`src/rtl/core/lrs_pkg.sv`:
```
// ----------------------------------------------------------------------------
// lrs_pkg
// Shared widths, constants and payload types of the line resistance scaler.
// ----------------------------------------------------------------------------
`default_nettype none

package lrs_pkg;

   // field widths
   localparam int ADC_W  = 12;          // raw ADC code
   localparam int XP_W   = 24;          // code * reference millivolts
   localparam int MV_W   = 13;          // doubled millivolts, up to 6600
   localparam int NUM_W  = 24;          // 1925 * voltage difference
   localparam int OHM_W  = 23;          // corrected resistance
   localparam int LVL_W  = 10;          // scale level
   localparam int Y_W    = 32;          // rounded correction product
   localparam int MAPN_W = 21;          // interpolation numerator

   // conversion constants
   localparam int unsigned VREF_MV  = 3300;
   localparam int unsigned ADC_FULL = 4095;
   localparam int unsigned REF_OHM  = 1925;

   // supply factor: -346 + 673 * (10000 / 10) / 1000 with a fixed supply
   localparam int unsigned CORR_NUM   = 327;
   localparam int unsigned CORR_HALF  = 500;
   // floor(y / 1000) == (y * ceil(2^38 / 1000)) >> 38 for every y below 2^32
   localparam longint unsigned CORR_RECIP = 64'd274877907;
   localparam int CORR_SHIFT = 38;

   // threshold scale
   localparam int unsigned LO_OHM      = 248;
   localparam int unsigned HI_OHM      = 1800;
   localparam int unsigned LVL_NORMAL  = 1000;
   localparam int unsigned LVL_TRIGGER = 120;
   localparam int unsigned MAP_SPAN    = HI_OHM - LO_OHM;
   localparam int unsigned MAP_GAIN    = LVL_NORMAL - LVL_TRIGGER;
   localparam int unsigned MAP_HALF    = MAP_SPAN / 2;
   // span = 16 * 97: shift by four, then floor(v / 97) == (v * 86481) >> 23
   localparam int MAP_PRESHIFT = 4;
   localparam int MAPQ_W       = MAPN_W - MAP_PRESHIFT;
   localparam int unsigned MAP_RECIP = 86481;
   localparam int MAP_SHIFT = 23;
   localparam int MAPP_W    = 34;

   // divider layout
   localparam int DIV_BITS   = 2;
   localparam int DIV_STAGES = NUM_W / DIV_BITS;

   // configuration register indexes
   localparam int CSR_IDX_W = 1;
   localparam int CSR_DAT_W = 1;
   typedef enum logic [CSR_IDX_W-1:0] {
      CSR_LINE_ENABLED = 1'b0,
      CSR_LEVEL_SWAP   = 1'b1
   } csr_index_type;

   // front end to divider
   typedef struct packed {
      logic [NUM_W-1:0] num;
      logic [MV_W-1:0]  den;
      logic [ADC_W-1:0] high_raw;
   } div_req_type;

   // divider to back end
   typedef struct packed {
      logic [NUM_W-1:0] quo;
      logic [ADC_W-1:0] high_raw;
   } div_rsp_type;

   // result item
   typedef struct packed {
      logic [LVL_W-1:0] scaled_level;
      logic [OHM_W-1:0] corrected_ohm;
      logic [ADC_W-1:0] high_raw;
   } rsp_type;

endpackage

`default_nettype wire

```
`src/rtl/core/lrs_if.sv`:
```
// ----------------------------------------------------------------------------
// lrs_req_if / lrs_rsp_if
// Valid/ready channels for ADC sample pairs and scaled results.
// ----------------------------------------------------------------------------
`default_nettype none

interface lrs_req_if;
   import lrs_pkg::*;
   logic             valid;
   logic             ready;
   logic [ADC_W-1:0] adc_low;
   logic [ADC_W-1:0] adc_high;

   modport source (output valid, output adc_low, output adc_high, input ready);
   modport sink   (input valid, input adc_low, input adc_high, output ready);
endinterface

interface lrs_rsp_if;
   import lrs_pkg::*;
   logic             valid;
   logic             ready;
   logic [LVL_W-1:0] scaled_level;
   logic [OHM_W-1:0] corrected_ohm;
   logic [ADC_W-1:0] high_raw;

   modport source (output valid, output scaled_level, output corrected_ohm,
                   output high_raw, input ready);
   modport sink   (input valid, input scaled_level, input corrected_ohm,
                   input high_raw, output ready);
endinterface

`default_nettype wire

```
`src/rtl/core/lrs_front.sv`:
```
// ----------------------------------------------------------------------------
// lrs_front
// Three stages: scale codes to millivolts, double and clamp, form the
// resistance numerator 1925 * (high - low) and the divisor low.
// ----------------------------------------------------------------------------
`default_nettype none

module lrs_front
   import lrs_pkg::*;
(
   input  wire logic             clock,
   input  wire logic             reset,
   input  wire logic             en,
   input  wire logic             in_valid,
   input  wire logic [ADC_W-1:0] adc_low,
   input  wire logic [ADC_W-1:0] adc_high,
   output logic                  out_valid,
   output div_req_type           out_data
);

   // floor(x / 4095) for x = 4096a + b: a, plus one when a + b reaches 4095
   function automatic logic [MV_W-1:0] to_mv(input logic [XP_W-1:0] x);
      logic [ADC_W:0]   s;
      logic [ADC_W-1:0] q;
      s = {1'b0, x[XP_W-1:ADC_W]} + {1'b0, x[ADC_W-1:0]};
      q = x[XP_W-1:ADC_W] + ADC_W'(s >= (ADC_W+1)'(ADC_FULL));
      return {q, 1'b0};
   endfunction

   logic             v1_ff, v2_ff, v3_ff;
   logic [XP_W-1:0]  xlo_ff, xlo_in, xhi_ff, xhi_in;
   logic [ADC_W-1:0] raw1_ff, raw2_ff, raw3_ff;
   logic [MV_W-1:0]  mlo_ff, mlo_in, mhi_ff, mhi_in;
   logic [MV_W-1:0]  diff;
   logic [NUM_W-1:0] num_ff, num_in;
   logic [MV_W-1:0]  den_ff;

   assign xlo_in = XP_W'(adc_low) * XP_W'(VREF_MV);
   assign xhi_in = XP_W'(adc_high) * XP_W'(VREF_MV);

   always_comb begin
      mhi_in = to_mv(xhi_ff);
      mlo_in = to_mv(xlo_ff);
      if (mlo_in == '0) begin
         mlo_in = MV_W'(1);
      end
   end

   assign diff   = (mhi_ff > mlo_ff) ? (mhi_ff - mlo_ff) : '0;
   assign num_in = NUM_W'(diff) * NUM_W'(REF_OHM);

   always_ff @(posedge clock) begin
      if (reset) begin
         v1_ff <= 1'b0;
         v2_ff <= 1'b0;
         v3_ff <= 1'b0;
      end else if (en) begin
         v1_ff <= in_valid;
         v2_ff <= v1_ff;
         v3_ff <= v2_ff;
      end
   end

   always_ff @(posedge clock) begin
      if (en) begin
         xlo_ff  <= xlo_in;
         xhi_ff  <= xhi_in;
         raw1_ff <= adc_high;
         mlo_ff  <= mlo_in;
         mhi_ff  <= mhi_in;
         raw2_ff <= raw1_ff;
         num_ff  <= num_in;
         den_ff  <= mlo_ff;
         raw3_ff <= raw2_ff;
      end
   end

   assign out_valid         = v3_ff;
   assign out_data.num      = num_ff;
   assign out_data.den      = den_ff;
   assign out_data.high_raw = raw3_ff;

endmodule

`default_nettype wire

```
`src/rtl/core/lrs_div.sv`:
```
// ----------------------------------------------------------------------------
// lrs_div
// Pipelined restoring divider: two quotient bits per stage, one stage per
// register, the numerator shifting out as the quotient shifts in.
// ----------------------------------------------------------------------------
`default_nettype none

module lrs_div
   import lrs_pkg::*;
(
   input  wire logic        clock,
   input  wire logic        reset,
   input  wire logic        en,
   input  wire logic        in_valid,
   input  wire div_req_type in_data,
   output logic             out_valid,
   output div_rsp_type      out_data
);

   typedef struct packed {
      logic [MV_W-1:0]  rem;
      logic [NUM_W-1:0] num;
   } div_acc_type;

   function automatic div_acc_type div_step(input div_acc_type acc_in,
                                            input logic [MV_W-1:0] den);
      div_acc_type   acc;
      logic [MV_W:0] trial;
      acc = acc_in;
      for (int k = 0; k < DIV_BITS; k++) begin
         trial = {acc.rem, acc.num[NUM_W-1]};
         if (trial >= {1'b0, den}) begin
            acc.rem = MV_W'(trial - {1'b0, den});
            acc.num = {acc.num[NUM_W-2:0], 1'b1};
         end else begin
            acc.rem = trial[MV_W-1:0];
            acc.num = {acc.num[NUM_W-2:0], 1'b0};
         end
      end
      return acc;
   endfunction

   div_acc_type      acc_ff [DIV_STAGES];
   logic [MV_W-1:0]  den_ff [DIV_STAGES];
   logic [ADC_W-1:0] raw_ff [DIV_STAGES];
   logic             v_ff   [DIV_STAGES];
   div_acc_type      acc0;

   assign acc0.rem = '0;
   assign acc0.num = in_data.num;

   for (genvar s = 0; s < DIV_STAGES; s++) begin : g_stage
      div_acc_type      acc_in;
      logic [MV_W-1:0]  den_in;
      logic [ADC_W-1:0] raw_in;
      logic             v_in;

      if (s == 0) begin : g_first
         assign acc_in = div_step(acc0, in_data.den);
         assign den_in = in_data.den;
         assign raw_in = in_data.high_raw;
         assign v_in   = in_valid;
      end else begin : g_next
         assign acc_in = div_step(acc_ff[s-1], den_ff[s-1]);
         assign den_in = den_ff[s-1];
         assign raw_in = raw_ff[s-1];
         assign v_in   = v_ff[s-1];
      end

      always_ff @(posedge clock) begin
         if (reset) begin
            v_ff[s] <= 1'b0;
         end else if (en) begin
            v_ff[s] <= v_in;
         end
      end

      always_ff @(posedge clock) begin
         if (en) begin
            acc_ff[s] <= acc_in;
            den_ff[s] <= den_in;
            raw_ff[s] <= raw_in;
         end
      end
   end

   assign out_valid         = v_ff[DIV_STAGES-1];
   assign out_data.quo      = acc_ff[DIV_STAGES-1].num;
   assign out_data.high_raw = raw_ff[DIV_STAGES-1];

endmodule

`default_nettype wire

```
`src/rtl/core/lrs_back.sv`:
```
// ----------------------------------------------------------------------------
// lrs_back
// Four stages: apply the 327/1000 supply factor with rounding, then map the
// corrected resistance onto the threshold scale by rounded interpolation.
// ----------------------------------------------------------------------------
`default_nettype none

module lrs_back
   import lrs_pkg::*;
(
   input  wire logic        clock,
   input  wire logic        reset,
   input  wire logic        en,
   input  wire logic        level_swap,
   input  wire logic        in_valid,
   input  wire div_rsp_type in_data,
   output logic             out_valid,
   output rsp_type          out_data
);

   logic              v1_ff, v2_ff, v3_ff, v4_ff;
   logic [ADC_W-1:0]  raw1_ff, raw2_ff, raw3_ff, raw4_ff;
   logic [Y_W-1:0]    y_ff, y_in;
   logic [63:0]       corr_prod;
   logic [OHM_W-1:0]  corr2_ff, corr_in, corr3_ff, corr4_ff;
   logic              le3_ff, ge3_ff, le4_ff, ge4_ff;
   logic [10:0]       off;
   logic [MAPN_W-1:0] n_ff, n_in;
   logic [MAPP_W-1:0] map_prod;
   logic [LVL_W-1:0]  q_ff, q_in;
   logic [LVL_W-1:0]  at_normal, at_trigger;

   // y = r * 327 + 500, then corrected = floor(y / 1000) by reciprocal
   assign y_in      = Y_W'(in_data.quo) * Y_W'(CORR_NUM) + Y_W'(CORR_HALF);
   assign corr_prod = 64'(y_ff) * CORR_RECIP;
   assign corr_in   = corr_prod[CORR_SHIFT +: OHM_W];

   // only meaningful strictly between the two thresholds, where corr fits 11 bits
   assign off  = 11'(corr2_ff) - 11'(LO_OHM);
   assign n_in = MAPN_W'(off) * MAPN_W'(MAP_GAIN) + MAPN_W'(MAP_HALF);

   assign map_prod = MAPP_W'(n_ff[MAPN_W-1:MAP_PRESHIFT]) * MAPP_W'(MAP_RECIP);
   assign q_in     = map_prod[MAP_SHIFT +: LVL_W];

   always_ff @(posedge clock) begin
      if (reset) begin
         v1_ff <= 1'b0;
         v2_ff <= 1'b0;
         v3_ff <= 1'b0;
         v4_ff <= 1'b0;
      end else if (en) begin
         v1_ff <= in_valid;
         v2_ff <= v1_ff;
         v3_ff <= v2_ff;
         v4_ff <= v3_ff;
      end
   end

   always_ff @(posedge clock) begin
      if (en) begin
         y_ff     <= y_in;
         raw1_ff  <= in_data.high_raw;
         corr2_ff <= corr_in;
         raw2_ff  <= raw1_ff;
         n_ff     <= n_in;
         le3_ff   <= (corr2_ff <= OHM_W'(LO_OHM));
         ge3_ff   <= (corr2_ff >= OHM_W'(HI_OHM));
         corr3_ff <= corr2_ff;
         raw3_ff  <= raw2_ff;
         q_ff     <= q_in;
         le4_ff   <= le3_ff;
         ge4_ff   <= ge3_ff;
         corr4_ff <= corr3_ff;
         raw4_ff  <= raw3_ff;
      end
   end

   assign at_normal  = level_swap ? LVL_W'(LVL_TRIGGER) : LVL_W'(LVL_NORMAL);
   assign at_trigger = level_swap ? LVL_W'(LVL_NORMAL) : LVL_W'(LVL_TRIGGER);

   always_comb begin
      if (le4_ff) begin
         out_data.scaled_level = at_normal;
      end else if (ge4_ff) begin
         out_data.scaled_level = at_trigger;
      end else if (level_swap) begin
         out_data.scaled_level = at_normal + q_ff;
      end else begin
         out_data.scaled_level = at_normal - q_ff;
      end
   end

   assign out_data.corrected_ohm = corr4_ff;
   assign out_data.high_raw      = raw4_ff;
   assign out_valid              = v4_ff;

endmodule

`default_nettype wire

```
`src/rtl/core/line_resistance_scaler_unit.sv`:
```
// ----------------------------------------------------------------------------
// line_resistance_scaler_unit
// Converts ADC sample pairs of a detector loop into a corrected loop
// resistance and a level on the threshold scale.
// ----------------------------------------------------------------------------
// Usage:
//   req_ch carries adc_low / adc_high; an item is taken when valid and ready
//   are both high. rsp_ch returns scaled_level, corrected_ohm and high_raw.
//   csr_wr_en writes csr_wdata bit 0 into the register chosen by csr_index
//   (line_enabled, level_swap); write only while no item is in flight.
//   With line_enabled low, items are taken and dropped without a result.
// Timing:
//   One item per cycle while the skid register is empty. A result passes
//   three front stages, twelve divider stages at two quotient bits each,
//   four correction and mapping stages, and the output register.
// Reset:
//   Synchronous, active high. Empties the pipeline, sets line_enabled to 1
//   and level_swap to 0.
// Backpressure:
//   The whole pipeline freezes while the skid register holds an item; the
//   skid fills only when rsp_ch stalls as a result arrives, so req_ch.ready
//   drops in the cycle after that and nothing is lost or repeated.
// ----------------------------------------------------------------------------
`default_nettype none

module line_resistance_scaler_unit
   import lrs_pkg::*;
(
   input  wire logic                 clock,
   input  wire logic                 reset,
   lrs_req_if.sink                   req_ch,
   lrs_rsp_if.source                 rsp_ch,
   input  wire logic                 csr_wr_en,
   input  wire logic [CSR_IDX_W-1:0] csr_index,
   input  wire logic [CSR_DAT_W-1:0] csr_wdata
);

   logic        line_enabled_ff, level_swap_ff;
   logic        en;
   logic        front_valid, div_valid, back_valid;
   div_req_type front_data;
   div_rsp_type div_data;
   rsp_type     back_data;
   logic        out_v_ff, skid_v_ff;
   rsp_type     out_ff, skid_ff;

   // advance everything unless the skid holds an item
   assign en           = ~skid_v_ff;
   assign req_ch.ready = en;

   always_ff @(posedge clock) begin
      if (reset) begin
         line_enabled_ff <= 1'b1;
         level_swap_ff   <= 1'b0;
      end else if (csr_wr_en) begin
         case (csr_index_type'(csr_index))
            CSR_LINE_ENABLED: line_enabled_ff <= csr_wdata[0];
            CSR_LEVEL_SWAP:   level_swap_ff   <= csr_wdata[0];
            default: ;
         endcase
      end
   end

   lrs_front u_front (
      .clock     (clock),
      .reset     (reset),
      .en        (en),
      .in_valid  (req_ch.valid & line_enabled_ff),
      .adc_low   (req_ch.adc_low),
      .adc_high  (req_ch.adc_high),
      .out_valid (front_valid),
      .out_data  (front_data)
   );

   lrs_div u_div (
      .clock     (clock),
      .reset     (reset),
      .en        (en),
      .in_valid  (front_valid),
      .in_data   (front_data),
      .out_valid (div_valid),
      .out_data  (div_data)
   );

   lrs_back u_back (
      .clock      (clock),
      .reset      (reset),
      .en         (en),
      .level_swap (level_swap_ff),
      .in_valid   (div_valid),
      .in_data    (div_data),
      .out_valid  (back_valid),
      .out_data   (back_data)
   );

   always_ff @(posedge clock) begin
      if (reset) begin
         out_v_ff  <= 1'b0;
         skid_v_ff <= 1'b0;
      end else if (out_v_ff && !rsp_ch.ready) begin
         // hold the output; park an arriving item in the skid
         if (en && back_valid) begin
            skid_v_ff <= 1'b1;
         end
      end else if (skid_v_ff) begin
         out_v_ff  <= 1'b1;
         skid_v_ff <= 1'b0;
      end else begin
         out_v_ff <= back_valid;
      end
   end

   always_ff @(posedge clock) begin
      if (out_v_ff && !rsp_ch.ready) begin
         if (en) begin
            skid_ff <= back_data;
         end
      end else if (skid_v_ff) begin
         out_ff <= skid_ff;
      end else begin
         out_ff <= back_data;
      end
   end

   assign rsp_ch.valid         = out_v_ff;
   assign rsp_ch.scaled_level  = out_ff.scaled_level;
   assign rsp_ch.corrected_ohm = out_ff.corrected_ohm;
   assign rsp_ch.high_raw      = out_ff.high_raw;

   a_skid_has_out: assert property (@(posedge clock) disable iff (reset)
      skid_v_ff |-> out_v_ff)
      else $error("skid holds an item while the output register is empty");

   a_skid_only_on_stall: assert property (@(posedge clock) disable iff (reset)
      $rose(skid_v_ff) |-> $past(out_v_ff && !rsp_ch.ready))
      else $error("skid filled without a stalled output");

   a_level_range: assert property (@(posedge clock) disable iff (reset)
      rsp_ch.valid |-> (rsp_ch.scaled_level >= LVL_W'(LVL_TRIGGER)) &&
                       (rsp_ch.scaled_level <= LVL_W'(LVL_NORMAL)))
      else $error("scaled level outside the threshold scale");

   a_zero_ohm_is_end: assert property (@(posedge clock) disable iff (reset)
      (rsp_ch.valid && rsp_ch.corrected_ohm == '0) |->
         (rsp_ch.scaled_level == LVL_W'(LVL_NORMAL) ||
          rsp_ch.scaled_level == LVL_W'(LVL_TRIGGER)))
      else $error("zero resistance mapped between the scale ends");

endmodule

`default_nettype wire

```
`src/flat_wrapper.sv`:
```
// flat-port wrapper written by rule: the top's interface ports become plain ports
module line_resistance_scaler_unit_flat import lrs_pkg::*;
  (clock, reset, csr_wr_en, csr_index, csr_wdata, req_ch_valid, req_ch_adc_low, req_ch_adc_high, req_ch_ready, rsp_ch_valid, rsp_ch_scaled_level, rsp_ch_corrected_ohm, rsp_ch_high_raw, rsp_ch_ready);
  lrs_req_if req_ch_i ();
  lrs_rsp_if rsp_ch_i ();
  input  wire logic clock;
  input  wire logic reset;
  input  wire logic csr_wr_en;
  input  wire logic [CSR_IDX_W-1:0] csr_index;
  input  wire logic [CSR_DAT_W-1:0] csr_wdata;
  input wire logic [$bits(req_ch_i.valid)-1:0] req_ch_valid;
  input wire logic [$bits(req_ch_i.adc_low)-1:0] req_ch_adc_low;
  input wire logic [$bits(req_ch_i.adc_high)-1:0] req_ch_adc_high;
  output wire logic [$bits(req_ch_i.ready)-1:0] req_ch_ready;
  output wire logic [$bits(rsp_ch_i.valid)-1:0] rsp_ch_valid;
  output wire logic [$bits(rsp_ch_i.scaled_level)-1:0] rsp_ch_scaled_level;
  output wire logic [$bits(rsp_ch_i.corrected_ohm)-1:0] rsp_ch_corrected_ohm;
  output wire logic [$bits(rsp_ch_i.high_raw)-1:0] rsp_ch_high_raw;
  input wire logic [$bits(rsp_ch_i.ready)-1:0] rsp_ch_ready;
  assign req_ch_i.valid = req_ch_valid;
  assign req_ch_i.adc_low = req_ch_adc_low;
  assign req_ch_i.adc_high = req_ch_adc_high;
  assign req_ch_ready = req_ch_i.ready;
  assign rsp_ch_valid = rsp_ch_i.valid;
  assign rsp_ch_scaled_level = rsp_ch_i.scaled_level;
  assign rsp_ch_corrected_ohm = rsp_ch_i.corrected_ohm;
  assign rsp_ch_high_raw = rsp_ch_i.high_raw;
  assign rsp_ch_i.ready = rsp_ch_ready;
  line_resistance_scaler_unit u_core (.clock(clock), .reset(reset), .req_ch(req_ch_i), .rsp_ch(rsp_ch_i), .csr_wr_en(csr_wr_en), .csr_index(csr_index), .csr_wdata(csr_wdata));
endmodule
```
`config.mk`:
```
export PLATFORM = sky130hd
export DESIGN_NAME = line_resistance_scaler_unit_flat
export DESIGN_NICKNAME = d
export VERILOG_FILES = /design/src/rtl/core/lrs_pkg.sv /design/src/rtl/core/lrs_if.sv /design/src/rtl/core/lrs_front.sv /design/src/rtl/core/lrs_div.sv /design/src/rtl/core/lrs_back.sv /design/src/rtl/core/line_resistance_scaler_unit.sv /design/src/flat_wrapper.sv
export SDC_FILE = /design/constraint.sdc
export NUM_CORES = 2
export LEC_CHECK = 0
export ABC_AREA = 1
export BUFFER_PORTS_ARGS = -buffer_cell sky130_fd_sc_hd__buf_2
export CAP_MARGIN = 15
export CORE_MARGIN = 8
export CORE_UTILIZATION = 55
export CTS_CLUSTER_DIAMETER = 120
export DETAILED_ROUTE_END_ITERATION = 7
export PLACE_DENSITY_LB_ADDON = 0.25
export SETUP_SLACK_MARGIN = 0.1
export SLEW_MARGIN = 5
export SYNTH_ARGS = -nofsm -noshare
export SYNTH_HDL_FRONTEND = slang
export SYNTH_HIERARCHICAL = 1
export SYNTH_SLANG_ARGS = --single-unit
```
`constraint.sdc`:
```
create_clock -name clock -period 10.2 [get_ports clock]
set_clock_uncertainty 0.2 [all_clocks]
set_input_delay 2.04 -clock clock [delete_from_list [all_inputs] [get_ports clock]]
set_output_delay 2.04 -clock clock [all_outputs]
set_load 0.05 [all_outputs]
```
-- After elaboration in Yosys (flattened, before gate mapping)
Memory sizes are Yosys's and may differ from the RTL's. A register that Yosys moved wholly into a read port is not among the register bits.
Cells that the tools add are included.
- register bits after elaboration: 414
- memory bits (writable): 756
- bits of input ports: 31
- output and inout port bits: 47
- word-level logic and storage cells: 188
- memories kept: 4
- $add $sub $neg: 34
- $mul: 7
- magnitude comparators: 29
- mux-type cells: 50
- bitwise gates (word level): 16
- reduce and logical (&&, ||, !) cells: 9
- memory list (memory ; words ; bits a word ; rd ports ; clocked after memory_dff ; write ports ; RTL line ; text):
    u_core.u_div.acc_ff ; 12 ; 37 ; 12 ; 0 ; 12 ; lrs_div.sv:43 ; div_acc_type acc_ff [DIV_STAGES];
    u_core.u_div.den_ff ; 12 ; 13 ; 11 ; 0 ; 12 ; lrs_div.sv:44 ; logic [MV_W-1:0] den_ff [DIV_STAGES];
    u_core.u_div.raw_ff ; 12 ; 12 ; 12 ; 1 ; 12 ; lrs_div.sv:45 ; logic [ADC_W-1:0] raw_ff [DIV_STAGES];
    u_core.u_div.v_ff ; 12 ; 1 ; 12 ; 1 ; 12 ; lrs_div.sv:46 ; logic v_ff [DIV_STAGES];
- operators by type and width (cell ; number):
    $mux W37 ; 24
    $ge A14 B13 Y1 ; 23
    $sub A13 B13 Y13 ; 24
    $mul A32 B29 Y61 const B ; 1
    $mux W10 ; 5
    $mux W45 ; 1
    $mul A12 B10 Y22 const B ; 2
    $mul A17 B17 Y33 const B ; 1
    $add A32 B9 Y32 const B ; 1
    $mul A24 B9 Y32 const B ; 1
    $add A12 B12 Y13 ; 2
    $ge A13 B12 Y1 const B ; 2
    $add A12 B1 Y12 ; 2
    $mul A13 B11 Y24 const B ; 1
    $ge A23 B11 Y1 const B ; 1
    $le A23 B8 Y1 const B ; 1
    $add A21 B10 Y21 const B ; 1
    $mux W1 ; 19
    $mul A11 B6 Y17 const B ; 1
    $ge A1 B13 Y1 ; 1
    $gt A13 B13 Y1 ; 1
    $mux W13 ; 1
    $sub A1 B13 Y13 ; 1
    $logic_not A12 Y1 ; 1
    10 further kinds ; 27

-- Depth between registers and ports, before layout
- depth in word-level cells: 6
- gate-level depth with buffers: 29
- gate-level depth less buffers: 29

-- Hierarchy
The synthesis kept the hierarchy.
- modules (own cells, without submodules) (module ; times used ; cells each ; area each (um^2) ; seq. area each (um^2)):
    lrs_div ; 1 ; 4455 ; 42180.5 ; 21921.0
    lrs_back ; 1 ; 3568 ; 33044.2 ; 5455.2
    lrs_front ; 1 ; 1485 ; 13895.8 ; 4234.1
    line_resistance_scaler_unit ; 1 ; 261 ; 3495.9 ; 2782.7

-- Worst setup path after synthesis
Ideal clock, no wire load.
- path kind: register to output
- start: register u_core.skid_v_ff
- end: output port req_ch_ready
- arrival time: 7.273 ns
- required time: 7.960 ns
- setup slack: 0.687 ns
- cell stages (with the launch flop): 3
- buffers on the path: 1
- cell sequence: dfxtp_1 > inv_2 > buf_4
- longest elaborated chain between the ends: 1
- ends and longest elaborated chain (what ; RTL line ; text):
    from (decl) ; line_resistance_scaler_unit.sv:44 ; logic out_v_ff, skid_v_ff;
    from (signal assigned) ; line_resistance_scaler_unit.sv:99 ; skid_v_ff <= 1'b0;
    from (signal assigned) ; line_resistance_scaler_unit.sv:103 ; skid_v_ff <= 1'b1;
    from (signal assigned) ; line_resistance_scaler_unit.sv:107 ; skid_v_ff <= 1'b0;
    $not A1 Y1 ; line_resistance_scaler_unit.sv:48 ; assign en = ~skid_v_ff;
    to (decl) ; flat_wrapper.sv:14 ; output wire logic [$bits(req_ch_i.ready)-1:0] req_ch_ready;
No other way between the ends.

-- Worst setup path after layout
- start: register u_core.u_back.y_ff[10]
- end: register u_core.u_back.corr2_ff[17], data pin
- longest elaborated chain between the ends: 1
- ends and longest elaborated chain (what ; RTL line ; text):
    from (decl) ; lrs_back.sv:23 ; logic [Y_W-1:0] y_ff, y_in;
    from (signal assigned) ; lrs_back.sv:61 ; y_ff <= y_in;
    $mul A32 B29 Y61 ; lrs_back.sv:35 ; assign corr_prod = 64'(y_ff) * CORR_RECIP;
    via u_core.u_back.corr_in[17] ; lrs_back.sv:25 ; logic [OHM_W-1:0] corr2_ff, corr_in, corr3_ff, corr4_ff;
    to (signal assigned) ; lrs_back.sv:63 ; corr2_ff <= corr_in;
    to (decl) ; lrs_back.sv:25 ;
The timed path passes the listed nets, and every way through them passes these cells.
A chain may end at the register's enable or synchronous reset.

==> results_dict.tcl <==
set metrics [dict create \
    tns_ps 0 \
    rr_worst_depth 21 \
    synth_enable_flop_cells 1138 \
    placed_area_mm2 0.0952 \
    die_w_um 426 \
    place.gp.congestion 0.939 \
    outcome "complete, no violations" \
    area_growth_pct 7.28 \
    slew_violations 0 \
    slew_headroom 0.306 \
    finalNetCount 11768 \
    grt_pass1_vias 65823 \
    io_buffers 77 \
    htreeDepth 3 \
    antenna_found_initial 3 \
    synth_cells 9769 \
    grt_first_pass_wirelength_um 346000 \
    clk_pin_slew_ps 60 \
    stdcell_area_mm2 0.0994 \
    cp_max_fo 11 \
    whs_endpoint "u_core/u_back/raw2_ff[3]" \
    firstDrtPassIters 6 \
    hold_path_class "flip-flop to flip-flop" \
    post_drt_wl_per_cell_um 17.7 \
    dp_hpwl_um 176000 \
    holdPathStages 0 \
    synth_nets 11633 \
    final_layout_size_suffix_gt1_frac 0.0460 \
    holdWs_ps 165 \
    finalSetupViolCount 0 \
    grt_setup_unrepaired "false" \
    reg2reg_to "u_core/u_back/corr2_ff[17]" \
    synth_ff_type "edfxtp_1" \
    dp.cells 11985 \
    cts_buffers 121 \
    fin_crit_sh 0.692 \
    grt_max_degree 160 \
    synth.yosys.seq_area_share 0.371 \
    period_minus_slack_ps 7060 \
    cts_root_buf "clkbuf_16" \
    hold_viol 0 \
    tightest_slew_ps 1040 \
    clkSinkCount 1149 \
    r2r_slack_ps 3140 \
    wl_um 216000 \
    track_usage 0.236 \
    synth-seq-cells 1149 \
    drc 0 \
    io_pins 78 \
    via_count 64922 \
    post-cts-setup-buffer-count 0 \
    clk-insertion-delay-late_ps 790 \
    fmax_ghz 0.142 \
    synthArstFlopShare 0 \
    viasPerCell 5.32 \
    fin_cells 12214 \
    drtAntennaViolNets 0 \
    timing.critical_path.arrival_ps 7360 \
    crit_type "flip-flop to flip-flop" \
    worstReg2RegStart "u_core/u_back/y_ff[10]" \
    clockBufferDepth 3 \
    cts-resized-gates 0 \
    dieArea_mm2 0.182 \
    grt_overflow 0 \
    die_height_um 426 \
    ys_types 59 \
    max-cap-violations 0 \
    hold_buffers 0 \
    crit_required_ps 10510 \
    cts_tree "done" \
    critPathLaunchType "flip-flop" \
    netlist_area_mm2 0.0926 \
    avgSynthCellArea_um2 9.48 \
    initial_core_util 0.554 \
    min_from "u_core/u_back/raw1_ff[3]" \
    drtIter0Drc 4377 \
    synth.yosys.warnings 6 \
    crit_path_end_kind "flip-flop" \
    floorplan.rows 150 \
    core_area_mm2 0.167 \
    nFillCells 14362 \
]
critical path, cell delays in order, from the launching register on:
cell,delay (ps)
edfxtp_1,820
ha_1,390
fa_1,460
fa_1,570
inv_1,70
fa_1,500
inv_1,50
fa_1,520
fa_1,440
fa_1,540
inv_1,50
fa_1,500
inv_1,50
ha_1,310
a21oi_1,210
o21ai_0,220
a21oi_1,300
nand3_1,240
nand3_1,180
nand2_1,60
nand2_1,60
nand2_1,50
registers in the layout, indices dropped and copies added, names as in the netlist, 22 cells and up:
signal	cells
u_core/u_front/xlo_ff	22
u_core/u_front/num_ff	24
u_core/u_back/corr4_ff	23
u_core/u_div/den_ff	143
u_core/u_div/raw_ff	144
u_core/u_back/corr3_ff	23
u_core/u_back/y_ff	32
u_core/u_div/acc_ff	431
u_core/u_back/corr2_ff	23
u_core/rsp_ch.corrected_ohm	23
u_core/skid_ff	45
stage by stage:
step	utilization	setup slack [ps]
floorplan	-	687
global placement	0.569	3280
detailed placement	0.569	3200
CTS	0.594	3150
global route	0.594	2920
finish	0.594	3140
worst max path at each step:
stage	start	to	cells past startpoint
floorplan	u_core/skid_v_ff	req_ch_ready	2
finish	u_core/u_back/y_ff[10]	u_core/u_back/corr2_ff[17]	21
global route	u_core/u_back/y_ff[8]	u_core/u_back/corr2_ff[22]	25
global placement	u_core/u_back/y_ff[10]	u_core/u_back/corr2_ff[17]	21
CTS	u_core/u_back/y_ff[10]	u_core/u_back/corr2_ff[17]	21
detailed placement	u_core/u_back/y_ff[10]	u_core/u_back/corr2_ff[17]	21
cells in the mapped netlist, drive strengths merged (8+ instances only):
cell type	instances	share of area
a21boi	14	0.0011
a21o	40	0.0032
a21oi	420	0.024
a31oi	26	0.0018
and2	13	0.00088
buf	75	0.0070
dfxtp	11	0.0024
edfxtp	1138	0.37
fa	576	0.12
ha	1257	0.17
inv	1848	0.075
nand2	2289	0.094
nand3	482	0.028
nand3b	28	0.0023
nand4	146	0.011
nor2	616	0.026
nor3	72	0.0042
nor4	12	0.00081
o211ai	16	0.0013
o21a	8	0.00065
o21ai	265	0.015
o21bai	51	0.0041
or2	13	0.00088
xnor2	148	0.014
xor2	179	0.017
per-layer routing:
| layer | GRT usage | part of all wire | vias up |
|---|---|---|---|
| met2 | 0.407 | 0.48 | 1364 |
| met5 | 0 | 0 | - |
| li1 | - | - | 32225 |
| met3 | 0.0229 | 0.037 | 360 |
| met1 | 0.317 | 0.45 | 30973 |
| met4 | 0.0752 | 0.035 | 0 |
kinds of logic after synthesis:
group           after synthesis  share of synthesized area
simple gates               3682                      0.169
fa+ha+maj                  1833                      0.294
compound gates              849                     0.0517
buf+inv                    1929                     0.0824
xor+xnor                    327                     0.0311
flops                      1149                      0.371
cells in the final DEF, fill, tap and decap left out, types with 8 or more instances in the layout:
master,netlist,routed
nand2_1,2252,2251
inv_1,1822,1822
ha_1,1257,1257
edfxtp_1,1138,1138
nor2_1,596,595
fa_1,576,576
nand3_1,451,451
a21oi_1,401,401
o21ai_0,208,208
xor2_1,178,178
xnor2_1,147,147
nand4_1,137,137
clkbuf_16,0,121
buf_2,13,77
nor3_1,68,68
o21bai_1,51,51
a21o_1,40,40
o21ai_1,36,36
nand2_2,31,32
nand3b_1,27,27
a31oi_1,26,26
clkinv_1,0,24
nand3_2,22,22
clkbuf_1,5,21
o21ai_2,21,21
inv_2,20,19
a21oi_2,18,18
clkinv_2,0,17
o211ai_1,16,16
bufinv_16,0,15
buf_4,40,15
a21boi_0,14,14
and2_1,13,13
nor4_1,12,12
nor2_2,11,11
nor2_4,9,10
dfxtp_1,11,10
or2_2,10,10
nand3_4,9,9
o21a_1,8,8
area by class of cell:
cell class                 count  area, um^2  share of cell area
sequential                  1149       34400               0.346
clock buffer                 145        3150              0.0317
timing repair buffer          93         518             0.00521
multi-input combinational   6691       50600               0.509
antenna                        2        5.00           0.0000504
inverter                    1848        6960              0.0700
clock inverter                82         977             0.00984
tap                         2204        2760              0.0278
Power is left out: the tool's default activity adds up to more than one toggle a clock period on the data nets, which glitch-free logic cannot reach.
